<file path="config.mk">
export PLATFORM = sky130hd
export DESIGN_NAME = kway_sorted_stream_merger_unit
export DESIGN_NICKNAME = d
export VERILOG_FILES = /design/src/ksm_pkg.sv /design/src/kway_sorted_stream_merger_unit.sv
export SDC_FILE = /design/constraint.sdc
export NUM_CORES = 1
export LEC_CHECK = 0
export BUFFER_PORTS_ARGS = -buffer_cell sky130_fd_sc_hd__buf_2
export CAP_MARGIN = 20
export CORE_MARGIN = 2
export CORE_UTILIZATION = 57
export CTS_BUF_LIST = sky130_fd_sc_hd__clkbuf_8
export CTS_CLUSTER_DIAMETER = 200
export CTS_CLUSTER_SIZE = 24
export DETAILED_ROUTE_END_ITERATION = 10
export PLACE_DENSITY = 0.78
export SETUP_SLACK_MARGIN = 0.05
export SYNTH_ARGS = -nofsm -noshare
export SYNTH_HDL_FRONTEND = slang
export SYNTH_SLANG_ARGS = --single-unit
</file>
<file path="constraint.sdc">
create_clock -name clk -period 6 [get_ports clk]
set_input_delay 0.9 -clock clk [delete_from_list [all_inputs] [get_ports clk]]
set_output_delay 0.9 -clock clk [all_outputs]
set_load 0.01 [all_outputs]
</file>
<file path="src/ksm_pkg.sv">
package ksm_pkg;

  localparam int MAX_WAYS     = 16;
  localparam int STREAM_SLOTS = 16;
  localparam int ACTIVE_MAX   = (MAX_WAYS < STREAM_SLOTS) ? MAX_WAYS : STREAM_SLOTS;

  localparam int IDX_W    = (MAX_WAYS > 1) ? $clog2(MAX_WAYS) : 1;
  localparam int STREAM_W = 4;
  localparam int VALUE_W  = 32;
  localparam int CNT_W    = 5;
  localparam int WAYS_W   = 5;
  localparam int CFG_AW   = 3;
  localparam int CFG_DW   = 32;

  localparam logic [WAYS_W-1:0] WAYS_RESET = WAYS_W'(16);

  typedef enum logic [0:0] {
    REG_WAYS_IN_USE = 1'b0
  } reg_idx_t;

  typedef enum logic [1:0] {
    ST_IDLE,
    ST_SCAN,
    ST_EMIT
  } state_t;

  // Clamp the programmed way count: zero acts as one, large values saturate.
  function automatic logic [CNT_W-1:0] active_ways(input logic [WAYS_W-1:0] w);
    logic [CNT_W-1:0] r;
    r = CNT_W'(w);
    if (w == '0) r = CNT_W'(1);
    if (CNT_W'(w) > CNT_W'(ACTIVE_MAX)) r = CNT_W'(ACTIVE_MAX);
    return r;
  endfunction

endpackage

</file>
<file path="src/kway_sorted_stream_merger_unit.sv">
// Result: a request that completes the fill or delivers the awaited refill yields its result
//   after a scan that passes each stored head in turn through the shared comparator and
//   a step that loads the output register; other requests yield no result.
// Requests: while merging, no new request is taken until the scan and the load are through;
//   a stalled output register holds the unit in that load step.
// Reset: synchronous, active low; clears valid bits, fill count, refill/finish flags,
//   sets ways_in_use to 16. Head values are not reset.
module kway_sorted_stream_merger_unit (
  input  logic                            clk,
  input  logic                            rst_n,
  // input requests
  input  logic                            in_valid,
  output logic                            in_stall,
  input  logic [ksm_pkg::STREAM_W-1:0]    in_stream_index,
  input  logic signed [ksm_pkg::VALUE_W-1:0] in_element_value,
  input  logic                            in_stream_ended,
  // merged results
  output logic                            out_valid,
  input  logic                            out_stall,
  output logic signed [ksm_pkg::VALUE_W-1:0] out_merged_value,
  output logic [ksm_pkg::STREAM_W-1:0]    out_refill_stream,
  output logic                            out_all_done,
  // configuration
  input  logic                            cfg_psel,
  input  logic                            cfg_penable,
  input  logic                            cfg_pwrite,
  input  logic [ksm_pkg::CFG_AW-1:0]      cfg_paddr,
  input  logic [ksm_pkg::CFG_DW-1:0]      cfg_pwdata,
  output logic [ksm_pkg::CFG_DW-1:0]      cfg_prdata,
  output logic                            cfg_pready
);
  import ksm_pkg::*;

  // Sequencer and merge control state.
  state_t                     state_r, state_nxt;
  logic [WAYS_W-1:0]          ways_r;
  logic [CNT_W-1:0]           fill_r, fill_nxt;
  logic                       awaiting_r, awaiting_nxt;
  logic                       finished_r, finished_nxt;
  logic [STREAM_W-1:0]        awaited_r, awaited_nxt;

  // Head store: one 32-bit value and a valid bit per stream.
  logic signed [VALUE_W-1:0]  head_val_r [MAX_WAYS];
  logic [MAX_WAYS-1:0]        head_vld_r;

  // Scan datapath around the shared comparator.
  logic [CNT_W-1:0]           scan_r, scan_nxt;
  logic                       found_r, found_nxt;
  logic [IDX_W-1:0]           best_idx_r, best_idx_nxt;
  logic signed [VALUE_W-1:0]  best_val_r, best_val_nxt;

  // Output register.
  logic                       out_valid_r, out_valid_nxt;
  logic signed [VALUE_W-1:0]  out_val_r, out_val_nxt;
  logic [STREAM_W-1:0]        out_stream_r, out_stream_nxt;
  logic                       out_done_r, out_done_nxt;

  logic [CNT_W-1:0]           ways;
  logic                       in_acc;
  logic                       take_refill;
  logic                       take_fill;
  logic                       head_wr;
  logic [CNT_W-1:0]           fill_inc;
  logic                       scan_go;
  logic                       scan_last;
  logic                       out_free;
  logic signed [VALUE_W-1:0]  scan_val;
  logic                       scan_vld;
  logic                       cfg_wr;

  // ---------------------------------------------------------------------
  // Configuration port: zero-wait APB, one register.
  // ---------------------------------------------------------------------
  assign cfg_pready = 1'b1;
  assign cfg_wr = cfg_psel && cfg_penable && cfg_pwrite && cfg_pready &&
                  (cfg_paddr[2] == REG_WAYS_IN_USE);

  always_comb begin
    cfg_prdata = '0;
    if (cfg_paddr[2] == REG_WAYS_IN_USE) begin
      cfg_prdata = CFG_DW'(ways_r);
    end
  end

  // ---------------------------------------------------------------------
  // Request decode. Requests are taken only in idle; a request is either
  // dropped, a fill of one head, or the awaited refill.
  // ---------------------------------------------------------------------
  assign ways     = active_ways(ways_r);
  assign in_acc   = in_valid && !in_stall;
  assign fill_inc = (fill_r < CNT_W'(STREAM_SLOTS)) ? (fill_r + CNT_W'(1)) : fill_r;

  always_comb begin
    take_refill = 1'b0;
    take_fill   = 1'b0;
    if (!finished_r) begin
      if (awaiting_r) begin
        take_refill = (in_stream_index == awaited_r);
      end else begin
        take_fill = (CNT_W'(in_stream_index) < ways);
      end
    end
  end

  assign head_wr = in_acc && (take_refill || take_fill);
  // The request that completes the fill, or the refill, starts a scan.
  assign scan_go = take_refill || (take_fill && (fill_inc >= ways));

  // Shared comparator: one stored head against the running minimum per cycle.
  assign scan_val  = head_val_r[IDX_W'(scan_r)];
  assign scan_vld  = head_vld_r[IDX_W'(scan_r)];
  assign scan_last = (scan_r == (ways - CNT_W'(1)));
  assign out_free  = !out_valid_r || !out_stall;

  // ---------------------------------------------------------------------
  // Next state.
  // ---------------------------------------------------------------------
  always_comb begin
    state_nxt = state_r;
    unique case (state_r)
      ST_IDLE: if (in_acc && scan_go) state_nxt = ST_SCAN;
      ST_SCAN: if (scan_last) state_nxt = ST_EMIT;
      ST_EMIT: if (out_free) state_nxt = ST_IDLE;
      default: state_nxt = ST_IDLE;
    endcase
  end

  // ---------------------------------------------------------------------
  // Outputs and datapath next values.
  // ---------------------------------------------------------------------
  always_comb begin
    in_stall       = (state_r != ST_IDLE);
    fill_nxt       = fill_r;
    awaiting_nxt   = awaiting_r;
    finished_nxt   = finished_r;
    awaited_nxt    = awaited_r;
    scan_nxt       = scan_r;
    found_nxt      = found_r;
    best_idx_nxt   = best_idx_r;
    best_val_nxt   = best_val_r;
    out_valid_nxt  = out_valid_r && out_stall;
    out_val_nxt    = out_val_r;
    out_stream_nxt = out_stream_r;
    out_done_nxt   = out_done_r;

    unique case (state_r)
      ST_IDLE: begin
        if (in_acc && take_fill) fill_nxt = fill_inc;
        // Arm the scan from the first stream.
        scan_nxt  = '0;
        found_nxt = 1'b0;
      end
      ST_SCAN: begin
        // Strict less-than keeps the lowest stream on ties.
        if (scan_vld && (!found_r || (scan_val < best_val_r))) begin
          found_nxt    = 1'b1;
          best_idx_nxt = IDX_W'(scan_r);
          best_val_nxt = scan_val;
        end
        scan_nxt = scan_r + CNT_W'(1);
      end
      ST_EMIT: begin
        if (out_free) begin
          out_valid_nxt = 1'b1;
          if (found_r) begin
            out_val_nxt    = best_val_r;
            out_stream_nxt = STREAM_W'(best_idx_r);
            out_done_nxt   = 1'b0;
            awaiting_nxt   = 1'b1;
            awaited_nxt    = STREAM_W'(best_idx_r);
          end else begin
            // No valid head left: report done and ignore everything after.
            out_val_nxt    = '0;
            out_stream_nxt = '0;
            out_done_nxt   = 1'b1;
            awaiting_nxt   = 1'b0;
            finished_nxt   = 1'b1;
          end
        end
      end
      default: begin
      end
    endcase
  end

  // ---------------------------------------------------------------------
  // Registers.
  // ---------------------------------------------------------------------
  always_ff @(posedge clk) begin
    if (!rst_n) begin
      state_r     <= ST_IDLE;
      ways_r      <= WAYS_RESET;
      fill_r      <= '0;
      awaiting_r  <= 1'b0;
      finished_r  <= 1'b0;
      awaited_r   <= '0;
      head_vld_r  <= '0;
      out_valid_r <= 1'b0;
    end else begin
      state_r     <= state_nxt;
      fill_r      <= fill_nxt;
      awaiting_r  <= awaiting_nxt;
      finished_r  <= finished_nxt;
      awaited_r   <= awaited_nxt;
      out_valid_r <= out_valid_nxt;
      if (cfg_wr) ways_r <= cfg_pwdata[WAYS_W-1:0];
      // An end mark drops the head; a value loads it.
      if (head_wr) head_vld_r[IDX_W'(in_stream_index)] <= !in_stream_ended;
    end
  end

  always_ff @(posedge clk) begin
    if (head_wr && !in_stream_ended) begin
      head_val_r[IDX_W'(in_stream_index)] <= in_element_value;
    end
    scan_r       <= scan_nxt;
    found_r      <= found_nxt;
    best_idx_r   <= best_idx_nxt;
    best_val_r   <= best_val_nxt;
    out_val_r    <= out_val_nxt;
    out_stream_r <= out_stream_nxt;
    out_done_r   <= out_done_nxt;
  end

  assign out_valid         = out_valid_r;
  assign out_merged_value  = out_val_r;
  assign out_refill_stream = out_stream_r;
  assign out_all_done      = out_done_r;

  // ---------------------------------------------------------------------
  // Assertions.
  // ---------------------------------------------------------------------
  a_finished_sticks: assert property (@(posedge clk) disable iff (!rst_n)
    finished_r |=> finished_r)
    else $error("finished flag dropped without reset");

  a_flags_exclusive: assert property (@(posedge clk) disable iff (!rst_n)
    !(finished_r && awaiting_r))
    else $error("awaiting refill while finished");

  a_done_sets_finished: assert property (@(posedge clk) disable iff (!rst_n)
    (out_valid_r && out_done_r) |-> finished_r)
    else $error("done result without finished state");

  a_result_from_emit: assert property (@(posedge clk) disable iff (!rst_n)
    $rose(out_valid_r) |-> $past(state_r == ST_EMIT))
    else $error("result raised outside emit step");

endmodule
</file>
Yosys cells after proc, flatten, opt, wreduce, memory -nomap -nowiden:

Memories as Yosys holds them, arrays and structs flattened. A register that Yosys moved wholly into a read port is not among the register bits.
Index checks and enable logic that the tools add are counted.

* bits in registers: 114
* bits in writable memories: 512
* input port bits: 79
* output and inout bits: 72
* logic and storage cells: 96
* memories: 1

Memories
* head_val_r: depth 16, width 32, read ports 1, clocked after Yosys merged registers in 1, wr ports 1, line kway_sorted_stream_merger_unit.sv:43 `logic signed [VALUE_W-1:0] head_val_r [MAX_WAYS];`

* add/subtract/negate cells: 3
* $lt $le $gt $ge: 8
* equal/unequal tests: 8
* muxes and demuxes: 27
* bitwise gates (word level): 2
* reduce and logical (&&, ||, !) cells: 32

Operators by type and width (number)
* less-than comparator 32 bit: 1
* 2-to-1 mux 5 bit: 4
* bitwise mux 16 bit: 1
* 2-to-1 mux 1 bit: 13
* logical AND 1 bit: 12
* adder 5 x 1 -> 5 bit, second input constant: 2
* less-than comparator 4 x 5 -> 1 bit, second input constant: 2
* one-hot mux 5 bit (2 select lines): 1
* AND reduction 3 bit: 3
* inequality test 2 bit, second input constant: 4
* AND reduction 2 bit: 4
* 2-to-1 mux 2 bit: 3
* one-hot mux 2 bit (3 select lines): 1
* == test 5 bit: 1
* greater-or-equal comparator 5 bit: 1
* greater-than comparator 5 bit, second input constant: 1
* logical NOT 1 bit: 5
* logical NOT 5 bit: 1
* less-than comparator 4 x 5 -> 1 bit: 1
* less-than comparator 5 bit, second input constant: 1
* subtractor 5 x 1 -> 5 bit, second input constant: 1
* binary-select mux 1 bit (select 4 bit): 1
* demux 1 bit (select 4 bit): 1
* == test 4 bit: 1
* 9 further kinds: 14

Logic depth before layout (Yosys ltp):

Gate-level depths: netlist (run 1).

* depth after elaboration: 11
* mapped depth: 12
* depth with buffers taken out: 10

Worst setup path before layout (run 1):

Ideal clock, no wire load.

* path type: register -> register
* start point: register with a tool-made name
* end point: register best_idx_r[0] (enable)
* setup time: 0.442 ns
* arrival: 5.636 ns
* data required time: 5.558 ns
* path slack: -0.078 ns
* stages on the path, launching flop included: 12
* path buffers: 2
* clock period less this slack: 6.078 ns
* cell sequence: dfxtp_1 -> clkbuf_1 -> buf_1 -> mux4_2 -> mux4_2 -> ha_1 -> inv_1 -> a2111oi_0 -> or3b_2 -> a2111oi_0 -> nand3_1 -> o22ai_1

RTL lines
* to (signal assigned): line kway_sorted_stream_merger_unit.sv:218 `best_idx_r <= best_idx_nxt;`
* to (decl): line kway_sorted_stream_merger_unit.sv:49 `logic [IDX_W-1:0] best_idx_r, best_idx_nxt;`

==> results.sh, run 1 <==
export IMPL_worstPathCellList="mux4_2, mux4_2, ha_1, inv_1, a2111oi_0, or3b_2, a2111oi_0, buf_4, nand3_1, o22ai_4, buf_12"
export IMPL_ys_warnings_count=0
export IMPL_final_hold_viol_count=0
export IMPL_floorplan_core_area_sq_um=43300
export IMPL_post_drt_via_cell_ratio=6.08
export IMPL_cts_tree="yes"
export IMPL_clkLatencyLatePin_ns=0.70
export IMPL_worst_setup_hold_path_clk_slew_ns=0.15
export IMPL_path_class="reg2reg"
export IMPL_pwr_density_cell_nw_per_um2=250
export IMPL_grt_overflow_total=0
export IMPL_crit_fanout=35
export IMPL_hold_buffers=0
export IMPL_synth_avg_cell_area_sq_um=20.0
export IMPL_post_cts_repair_setup_buffers=0
export IMPL_max_cap_violations=0
export IMPL_die_x_microns=214
export IMPL_worst_ep_required_time_ns=6.41
export IMPL_antenna_violating_nets_post_route=0
export IMPL_arrival_ns=5.39
export IMPL_syn_inst=1257
export IMPL_timing_setup_tns_ns=0
export IMPL_setup_repair_after_global_routing_missed_its_margin="no"
export IMPL_grt_start_max_net_pins=53
export IMPL_avgRoutedWirePerCell_microns=25.2
export IMPL_cpMaxStageDelayCell="sky130_fd_sc_hd__dfxtp_4"
export IMPL_cts_sink_count=630
export IMPL_vdd_ir_drop_worst_uv=232
export IMPL_finalNetCount=1474
export IMPL_cp_buffers_inverters=3
export IMPL_hold_ws_ns=0.429
export IMPL_vias=11900
export IMPL_hpwlAfterDp_microns=28800
export IMPL_timing_worst_slew_pin_value_ns=0.958
export IMPL_drt_initial_drc_count=1322
export IMPL_start_kind="flip-flop"
export IMPL_nFillCells=2951
export IMPL_row_count=76
export IMPL_io_pins=151
export IMPL_routed_wl_microns=49200
export IMPL_skew_ns=0.0659
export IMPL_setup_worst_path_end_class="flip-flop"
export IMPL_leakagePower_nw=8.57
export IMPL_start_util_pct=58.0
export IMPL_die_h_microns=214
export IMPL_hold_path_class="in2reg"
export IMPL_place_gp_congestion=0.812
export IMPL_synth_flop_cell="sky130_fd_sc_hd__edfxtp_1"
export IMPL_antenna_found_initial=7
export IMPL_maxSlewHeadroom_pct=36.0
export IMPL_final_seq_area_sq_um=18500
export IMPL_grtUsageTotal_pct=22.1
export IMPL_fin_crit_ns=4.99
export IMPL_areaGrowthSynthToFinish_pct=7.04
export IMPL_critical_path_max_stage_delay_ns=0.85
export IMPL_critPathTopFamily="multiplexers"
export IMPL_post_route_period_util_pct=83.1
export IMPL_yosysSeqAreaShare_pct=73.8
export IMPL_outcome="finished, final reports clean"
export IMPL_cts_resized_gates=0
export IMPL_final_setup_viol_count=0
export IMPL_synth_ff_latch_count=630
export IMPL_port_buffer_count=93
export IMPL_max_freq_mhz=201
export IMPL_number_of_global_route_vias_before_repair=11600
export IMPL_die_area_sq_um=45700
export IMPL_synth_edff_count=591
export IMPL_drt_pass1_iter_count=5
export IMPL_depth_of_the_cts_h_tree=1
export IMPL_total_clock_buffers_created_by_cts=30
export IMPL_remaining_drc_errors=0
export IMPL_cts_root_buffer="sky130_fd_sc_hd__clkbuf_8"
export IMPL_async_flop_share_pct=0
export IMPL_yosysUniqueCellTypes=59
export IMPL_synthesis_area_sq_um=25100
export IMPL_clk_path_buf_depth=3
export IMPL_grt_first_pass_wirelength_microns=72900
export IMPL_post_route_cells_drive_above_1_share_pct=26.2
export IMPL_area_used_by_multi_input_combinational_logic_sq_um=6190
export IMPL_slew_viol_final=0
export IMPL_utilization_pct=62.1
[layer usage]
metal	global-route usage, %	part of all wire (%)	vias to the layer above
met2	36.6	50	459
met1	31.8	40	6150
li1	-	-	5195
met4	4.29	1.3	6
met3	3.56	8.8	60
met5	0	0.083	-
[Yosys cell counts, types with 3 or more instances]
cell type	n	area share, %
sky130_fd_sc_hd__a2111oi_0	3	0.10
sky130_fd_sc_hd__a21o_1	6	0.18
sky130_fd_sc_hd__a21o_2	3	0.10
sky130_fd_sc_hd__a21oi_1	31	0.62
sky130_fd_sc_hd__a311oi_1	13	0.45
sky130_fd_sc_hd__and2_1	8	0.20
sky130_fd_sc_hd__buf_1	17	0.25
sky130_fd_sc_hd__buf_4	29	0.87
sky130_fd_sc_hd__clkbuf_1	39	0.58
sky130_fd_sc_hd__dfxtp_1	39	3.1
sky130_fd_sc_hd__edfxtp_1	591	71
sky130_fd_sc_hd__ha_1	42	2.1
sky130_fd_sc_hd__inv_1	40	0.60
sky130_fd_sc_hd__mux2i_1	14	0.56
sky130_fd_sc_hd__mux4_2	162	15
sky130_fd_sc_hd__nand2_1	26	0.39
sky130_fd_sc_hd__nand2b_1	10	0.25
sky130_fd_sc_hd__nand3_1	16	0.32
sky130_fd_sc_hd__nand4_1	9	0.22
sky130_fd_sc_hd__nor2_1	56	0.84
sky130_fd_sc_hd__nor2b_1	7	0.17
sky130_fd_sc_hd__nor3_1	17	0.34
sky130_fd_sc_hd__o211ai_1	4	0.12
sky130_fd_sc_hd__o21ai_0	14	0.28
sky130_fd_sc_hd__or3_1	3	0.075
sky130_fd_sc_hd__xnor2_1	10	0.35
sky130_fd_sc_hd__xor2_1	8	0.28
[state kept, by name, summed over array words and instances, names as in the netlist, 4 cells and up, named ones only]
name               cells
head_val_r           512
best_val_r            32
out_merged_value      32
head_vld_r            16
fill_r                 5
scan_r                 5
ways_r                 5
awaited_r              4
best_idx_r             4
out_refill_stream      4
[stage by stage]
step | worst slack [ns] | std cells | cell area (sq um) | power (mW)
final | 1.01 | 1951 | 26900 | 6.71
after global routing | 0.584 | 1951 | 26900 | 6.90
after CTS | 0.907 | 1949 | 26900 | 6.75
after detailed placement | 0.975 | 1905 | 26400 | 5.12
after global placement | 1.06 | 1905 | 26400 | 5.11
after floorplan | 0.771 | 1283 | 25200 | 5.04
[layout by cell type (no fill, tap or decap), types with 5 or more instances in the layout]
cell type / count
sky130_fd_sc_hd__nor2b_1: 7
sky130_fd_sc_hd__edfxtp_1: 591
sky130_fd_sc_hd__nor3_1: 5
sky130_fd_sc_hd__xor2_1: 8
sky130_fd_sc_hd__nand2b_1: 10
sky130_fd_sc_hd__clkbuf_8: 31
sky130_fd_sc_hd__nand3_1: 16
sky130_fd_sc_hd__and2_1: 8
sky130_fd_sc_hd__o21ai_0: 14
sky130_fd_sc_hd__mux2i_1: 14
sky130_fd_sc_hd__dfxtp_1: 35
sky130_fd_sc_hd__a21oi_1: 30
sky130_fd_sc_hd__buf_2: 93
sky130_fd_sc_hd__nor3_2: 12
sky130_fd_sc_hd__nor2_1: 52
sky130_fd_sc_hd__inv_1: 52
sky130_fd_sc_hd__buf_4: 28
sky130_fd_sc_hd__ha_1: 42
sky130_fd_sc_hd__xnor2_1: 10
sky130_fd_sc_hd__nand2_1: 26
sky130_fd_sc_hd__mux4_2: 162
sky130_fd_sc_hd__conb_1: 28
sky130_fd_sc_hd__a311oi_1: 13
sky130_fd_sc_hd__nand4_1: 9
sky130_fd_sc_hd__a21o_1: 6
[cell families (layout without fill, tap and decap cells)]
group	after synthesis	after routing	synth area share [%]
flip-flops	630	630	73.8
XOR/XNOR	18	18	0.628
AND/OR/NAND/NOR	168	168	3.39
buffers and inverters	129	211	2.40
AO/OA/AOI/OAI	91	91	2.53
adder cells (fa/ha/maj)	42	42	2.09
multiplexers	177	177	15.1
other	2	29	0.0299
[path summary, 6_finish.rpt]
| path | start | end | slack, ns | cells past startpoint |
|---|---|---|---|---|
| max | flip-flop | best_val_r[30] | 1.01 | 11 |
| min | cfg_pwdata[0] | ways_r[0] | 0.43 | 3 |
| max reg2reg | flip-flop | best_val_r[30] | 1.01 | 11 |
| min reg2reg | head_vld_r[15] | head_vld_r[15] | 0.47 | 2 |
[worst min-delay path, cell delays in order]
cell	delay, ns
sky130_fd_sc_hd__buf_2	0.07
sky130_fd_sc_hd__mux2i_1	0.05
sky130_fd_sc_hd__nor2_1	0.08
[report_power, final]
group / internal (mW) / switching [mW] / total (mW)
clock network: 0.485 / 1.20 / 1.69
registers: 4.82 / 0.0115 / 4.83
logic: 0.0616 / 0.134 / 0.196
[area by class of cell]
class / instances / share of cell area [%]
Inverter: 41 / 0.573
Tap cell: 585 / 2.72
Clock inverter: 13 / 0.242
Timing Repair Buffer: 126 / 2.85
Clock buffer: 31 / 1.59
Sequential cell: 630 / 69.0
Antenna cell: 1 / 0.00931
Multi-Input combinational cell: 524 / 23.0
(Power assumes the default switching activity.)
==> run 2: changes to the inputs <==
--- a/config.mk
+++ b/config.mk
@@ -8,12 +8,12 @@
 export BUFFER_PORTS_ARGS = -buffer_cell sky130_fd_sc_hd__buf_2
 export CAP_MARGIN = 20
 export CORE_MARGIN = 2
-export CORE_UTILIZATION = 57
+export CORE_UTILIZATION = 60
 export CTS_BUF_LIST = sky130_fd_sc_hd__clkbuf_8
 export CTS_CLUSTER_DIAMETER = 200
 export CTS_CLUSTER_SIZE = 24
 export DETAILED_ROUTE_END_ITERATION = 10
-export PLACE_DENSITY = 0.78
+export PLACE_DENSITY = 0.79
 export SETUP_SLACK_MARGIN = 0.05
 export SYNTH_ARGS = -nofsm -noshare
 export SYNTH_HDL_FRONTEND = slang
==> constraint.sdc (replaced) <==
create_clock -name clk -period 5.2 [get_ports clk]
set_input_delay 0.78 -clock clk [delete_from_list [all_inputs] [get_ports clk]]
set_output_delay 0.78 -clock clk [all_outputs]
set_load 0.01 [all_outputs]
==> run 2 against run 1 <==
  * Combinational power up 16%
  * Die area shrank 4.9%
  * Worst hold slack got worse by 0.13 ns
  * Clock skew is 0.0097 ns lower
  * Power is 15% higher
  * Sequential power grew 15%
  * Critical endpoint is now best_val_r[23]
  * Largest power group unchanged
  * Highest routed layer is now met4
==> results.sh, run 2 (synthesis gave the netlist of run 1 again) <==
export IMPL_grt_first_pass_wirelength_microns=74700
export IMPL_cts_resized_gates=0
export IMPL_place_gp_congestion=0.856
export IMPL_largest_register_ff_count=512
export IMPL_pwr_density_cell_nw_per_um2=289
export IMPL_final_hold_viol_count=0
export IMPL_timing_worst_slew_pin_value_ns=0.936
export IMPL_antenna_violating_nets_post_route=0
export IMPL_post_route_period_util_pct=87.9
export IMPL_antenna_found_initial=5
export IMPL_critical_path_max_stage_delay_ns=0.60
export IMPL_setup_worst_path_end_class="flip-flop"
export IMPL_power_sequential_fraction_pct=71.9
export IMPL_setup_repair_after_global_routing_missed_its_margin="no"
export IMPL_skew_ns=0.0562
export IMPL_depth_of_the_cts_h_tree=1
export IMPL_cts_sink_count=630
export IMPL_die_area_sq_um=43500
export IMPL_grt_start_max_net_pins=56
export IMPL_outcome="finished, final reports clean"
export IMPL_clk_network_pwr_share_pct=25.2
export IMPL_max_freq_mhz=219
export IMPL_post_drt_via_cell_ratio=6.32
export IMPL_vdd_ir_drop_worst_uv=235
export IMPL_worst_setup_hold_path_clk_slew_ns=0.15
export IMPL_switching_share_pct=20.1
export IMPL_start_util_pct=61.1
export IMPL_die_h_microns=209
export IMPL_nFillCells=2666
export IMPL_layout_cells_most_common="sky130_fd_sc_hd__edfxtp_1"
export IMPL_number_of_global_route_vias_before_repair=12100
export IMPL_worst_ep_required_time_ns=5.60
export IMPL_die_x_microns=209
export IMPL_start_kind="flip-flop"
export IMPL_grtUsageTotal_pct=23.2
export IMPL_leakagePower_nw=8.57
export IMPL_power_frac_comb_pct=2.9
export IMPL_vias=12000
export IMPL_floorplan_core_area_sq_um=41100
export IMPL_routed_wl_microns=50000
export IMPL_cts_root_buffer="sky130_fd_sc_hd__clkbuf_8"
export IMPL_max_flop_register="head_val_r"
export IMPL_drt_pass1_iter_count=7
export IMPL_grt_overflow_total=0
export IMPL_remaining_drc_errors=0
export IMPL_hold_path_class="in2reg"
export IMPL_final_std_cells_w_o_fill=1899
export IMPL_slew_viol_final=0
export IMPL_hold_buffers=0
export IMPL_arrival_ns=4.97
export IMPL_clk_path_buf_depth=3
export IMPL_io_pins=151
export IMPL_cts_tree="yes"
export IMPL_maxSlewHeadroom_pct=37.5
export IMPL_hpwlAfterDp_microns=30100
export IMPL_timing_setup_tns_ns=0
export IMPL_path_class="reg2reg"
export IMPL_dp_cells=1852
export IMPL_areaGrowthSynthToFinish_pct=6.90
export IMPL_mostFrequentLayoutCells="591 x sky130_fd_sc_hd__edfxtp_1, 162 x sky130_fd_sc_hd__mux4_2, 93 x sky130_fd_sc_hd__buf_2"
export IMPL_port_buffer_count=93
export IMPL_fin_crit_ns=4.57
export IMPL_power_net_switching_mw=1.56
export IMPL_final_setup_viol_count=0
export IMPL_max_cap_violations=0
export IMPL_crit_fanout=36
export IMPL_internal_power_mw=6.19
export IMPL_avgRoutedWirePerCell_microns=26.3
export IMPL_cpMaxStageDelayCell="sky130_fd_sc_hd__dfxtp_4"
export IMPL_clkLatencyLatePin_ns=0.70
export IMPL_finalNetCount=1473
export IMPL_row_count=74
export IMPL_worstPathCellList="mux4_2, mux4_2, ha_1, inv_1, a2111oi_0, or3b_2, a2111oi_0, buf_4, nand3_1, o22ai_4, buf_12"
export IMPL_total_clock_buffers_created_by_cts=30
export IMPL_post_cts_repair_setup_buffers=0
export IMPL_drt_initial_drc_count=1442
export IMPL_post_route_cells_drive_above_1_share_pct=26.2
[run 2: changes by cell type in the layout (fill, tap and decap cells not counted), sizes merged]
cell   previous run  this run
diode             1         3
buf             126       125
[run 2: worst paths after layout]
check,from,to,slack (ns),depth (start not counted)
max,flip-flop,best_val_r[23],0.63,11
min,cfg_pwdata[3],ways_r[3],0.30,3
max reg2reg,flip-flop,best_val_r[23],0.63,11
min reg2reg,head_vld_r[12],head_vld_r[12],0.47,2
[run 2: per-stage QoR]
step                setup slack, ns  hold slack [ns]  instance area (sq um)  power, mW  utilization (%)
finish                        0.629            0.303                  26800       7.75             65.3
global route                  0.349            0.332                  26800       7.96             65.3
CTS                           0.566            0.285                  26800       7.78             65.3
detailed placement            0.628            0.453                  26300       5.91             64.1
global placement              0.698            0.445                  26300       5.90             64.1
floorplan                     0.263            0.424                  25200       5.82                -
[run 2: per-layer routing]
| metal | up-vias | global-route usage, % | routed length, microns |
|---|---|---|---|
| met5 | - | 0 | 0 |
| met1 | 6210 | 32.6 | 19800 |
| met2 | 523 | 38.7 | 24800 |
| met4 | 0 | 5.49 | 1120 |
| met3 | 66 | 4.18 | 4330 |
| li1 | 5194 | - | - |
[run 2: critical path: cells and delay by family (launching register included)]
family	cells	cell delay (ns)
AO/OA/AOI/OAI	3	1.06
multiplexers	2	1.13
adder cells (fa/ha/maj)	1	0.33
flip-flops	1	0.60
AND/OR/NAND/NOR	2	0.64
buffers and inverters	3	0.48
[run 2: power groups by stage]
| stage | logic, mW | registers, mW | clock network [mW] |
|---|---|---|---|
| detailed placement | 0.227 | 5.69 | 0 |
| global route | 0.250 | 5.58 | 2.14 |
| global placement | 0.215 | 5.68 | 0 |
| finish | 0.228 | 5.57 | 1.95 |
| CTS | 0.227 | 5.57 | 1.98 |
| floorplan | 0.134 | 5.69 | 0 |
[run 2: cell type report]
cell class              instances  area (sq um)  share of cell area (%)
diodes                          3          7.51                  0.0280
clock buffers                  31           427                    1.59
clock inverters                13          65.1                   0.242
inverters                      41           154                   0.573
multi-input cells             524          6190                    23.1
flip-flops and latches        630         18500                    69.1
well taps                     532           666                    2.48
repair buffers                125           793                    2.96
==> run 3: changes to the inputs <==
--- a/config.mk
+++ b/config.mk
@@ -9,10 +9,11 @@
 export CAP_MARGIN = 20
 export CORE_MARGIN = 2
 export CORE_UTILIZATION = 60
-export CTS_BUF_LIST = sky130_fd_sc_hd__clkbuf_8
+export CTS_BUF_LIST = sky130_fd_sc_hd__clkbuf_4 sky130_fd_sc_hd__clkbuf_8 sky130_fd_sc_hd__clkbuf_16
 export CTS_CLUSTER_DIAMETER = 200
 export CTS_CLUSTER_SIZE = 24
 export DETAILED_ROUTE_END_ITERATION = 10
+export HOLD_SLACK_MARGIN = 0.15
 export PLACE_DENSITY = 0.79
 export SETUP_SLACK_MARGIN = 0.05
 export SYNTH_ARGS = -nofsm -noshare
==> run 3 against run 2 <==
  * Sequential share of layout area down 1.0 points
  * Die area unchanged
  * Clock power up 35%
  * Cell count unchanged
  * Global-route usage up 0.74 points
  * Cell area up 1.5%
  * First-iteration DRC count up 11%
  * Critical endpoint unchanged
  * Flip-flop and latch count unchanged
  * Maximum frequency down 2.9%
  * Core utilization up 0.96 points
==> results.sh, run 3 (synthesis gave the netlist of run 1 again) <==
export IMPL_vias=12100
export IMPL_hold_buffers=0
export IMPL_cts_resized_gates=0
export IMPL_leakagePower_nw=8.72
export IMPL_grt_start_max_net_pins=56
export IMPL_port_buffer_count=93
export IMPL_hold_path_class="in2reg"
export IMPL_clkLatencyLatePin_ns=0.61
export IMPL_floorplan_core_area_sq_um=41100
export IMPL_post_route_period_util_pct=90.5
export IMPL_worst_ep_required_time_ns=5.51
export IMPL_layout_cells_most_common="sky130_fd_sc_hd__edfxtp_1"
export IMPL_rrSetupSlack_ns=0.49
export IMPL_die_h_microns=209
export IMPL_final_hold_viol_count=0
export IMPL_start_kind="flip-flop"
export IMPL_largest_register_ff_count=512
export IMPL_post_drt_via_cell_ratio=6.37
export IMPL_worst_setup_hold_path_clk_slew_ns=0.10
export IMPL_total_clock_buffers_created_by_cts=30
export IMPL_drt_pass1_iter_count=5
export IMPL_timing_setup_tns_ns=0
export IMPL_drt_initial_drc_count=1607
export IMPL_grt_overflow_total=0
export IMPL_place_gp_congestion=0.856
export IMPL_arrival_ns=5.02
export IMPL_final_seq_area_sq_um=18500
export IMPL_io_pins=151
export IMPL_max_flop_register="head_val_r"
export IMPL_cts_sink_count=630
export IMPL_timing_worst_slew_pin_value_ns=0.941
export IMPL_max_freq_mhz=212
export IMPL_finalNetCount=1473
export IMPL_area_used_by_multi_input_combinational_logic_sq_um=6190
export IMPL_grtUsageTotal_pct=24.0
export IMPL_die_x_microns=209
export IMPL_post_route_cells_drive_above_1_share_pct=27.1
export IMPL_maxSlewHeadroom_pct=37.2
export IMPL_placement_setup_slack_ns=0.628
export IMPL_clk_path_buf_depth=3
export IMPL_fin_crit_ns=4.71
export IMPL_outcome="finished, final reports clean"
export IMPL_areaGrowthSynthToFinish_pct=8.47
export IMPL_setup_worst_path_end_class="flip-flop"
export IMPL_avgRoutedWirePerCell_microns=27.1
export IMPL_crit_fanout=36
export IMPL_slew_viol_final=0
export IMPL_depth_of_the_cts_h_tree=1
export IMPL_die_area_sq_um=43500
export IMPL_start_util_pct=61.1
export IMPL_remaining_drc_errors=0
export IMPL_vdd_ir_drop_worst_uv=370
export IMPL_final_setup_viol_count=0
export IMPL_mostFrequentLayoutCells="591 x sky130_fd_sc_hd__edfxtp_1, 162 x sky130_fd_sc_hd__mux4_2, 93 x sky130_fd_sc_hd__buf_2"
export IMPL_post_cts_repair_setup_buffers=0
export IMPL_setup_repair_after_global_routing_missed_its_margin="no"
export IMPL_final_std_cells_w_o_fill=1899
export IMPL_row_count=74
export IMPL_skew_ns=0.0376
export IMPL_pwr_density_cell_nw_per_um2=310
export IMPL_grt_first_pass_wirelength_microns=77000
export IMPL_nFillCells=2608
export IMPL_antenna_found_initial=6
export IMPL_path_class="reg2reg"
export IMPL_max_cap_violations=0
export IMPL_number_of_global_route_vias_before_repair=12200
export IMPL_cts_tree="yes"
export IMPL_dp_cells=1852
export IMPL_layout_setup_ws_ns=0.492
export IMPL_cts_root_buffer="sky130_fd_sc_hd__clkbuf_16"
export IMPL_routed_wl_microns=51400
export IMPL_antenna_violating_nets_post_route=0
export IMPL_hpwlAfterDp_microns=30100
## run 3: changes by cell type in the layout (fill, tap and decap cells not counted)
cell,change
sky130_fd_sc_hd__inv_1,-12
sky130_fd_sc_hd__clkbuf_16,+31
sky130_fd_sc_hd__clkbuf_4,+12
sky130_fd_sc_hd__clkbuf_8,-31
## run 3: through the flow
step | total power [mW] | util [%] | hold slack (ns) | area, sq um
floorplan | 5.82 | - | 0.424 | 25200
global placement | 5.90 | 64.1 | 0.445 | 26300
detailed placement | 5.91 | 64.1 | 0.453 | 26300
CTS | 8.46 | 66.2 | 0.386 | 27200
global route | 8.64 | 66.2 | 0.425 | 27200
finish | 8.43 | 66.2 | 0.396 | 27200
## run 3: worst paths after layout
kind                                     start  cells past startpoint              to
worst min-delay path             cfg_pwdata[2]                      3       ways_r[2]
worst max register to register       flip-flop                     11  best_val_r[23]
worst max-delay path                 flip-flop                     11  best_val_r[23]
worst min register to register  head_vld_r[12]                      2  head_vld_r[12]
## run 3: layout make-up
class | instances | share of cell area [%]
Clock inverter | 1 | 0.0735
Sequential cell | 630 | 68.1
Inverter | 41 | 0.565
Timing Repair Buffer | 125 | 2.91
Clock buffer | 43 | 3.18
Tap cell | 532 | 2.44
Multi-Input combinational cell | 524 | 22.7
Antenna cell | 3 | 0.0276
## run 3: per-layer routing
layer | global-route usage (%) | vias to the layer above | routed length (microns) | part of all wire, %
met1 | 33.7 | 6298 | 19900 | 39
met3 | 3.26 | 62 | 4380 | 8.5
met5 | 0 | - | 16 | 0.031
li1 | - | 5194 | - | -
met2 | 41.1 | 548 | 26200 | 51
met4 | 5.00 | 2 | 984 | 1.9
## run 3: worst max-delay path, cell delays in order, from the launching register on
cell	delay, ns
sky130_fd_sc_hd__dfxtp_4	0.61
sky130_fd_sc_hd__mux4_2	0.61
sky130_fd_sc_hd__mux4_2	0.56
sky130_fd_sc_hd__ha_1	0.33
sky130_fd_sc_hd__inv_1	0.05
sky130_fd_sc_hd__a2111oi_0	0.65
sky130_fd_sc_hd__or3b_2	0.52
sky130_fd_sc_hd__a2111oi_0	0.33
sky130_fd_sc_hd__buf_4	0.19
sky130_fd_sc_hd__nand3_1	0.12
sky130_fd_sc_hd__o22ai_4	0.15
sky130_fd_sc_hd__buf_12	0.24
## run 3: where the power goes
part,internal (mW),switching [mW]
registers,5.56,0.0132
clock network,1.17,1.46
logic,0.0710,0.158
total,6.80,1.64
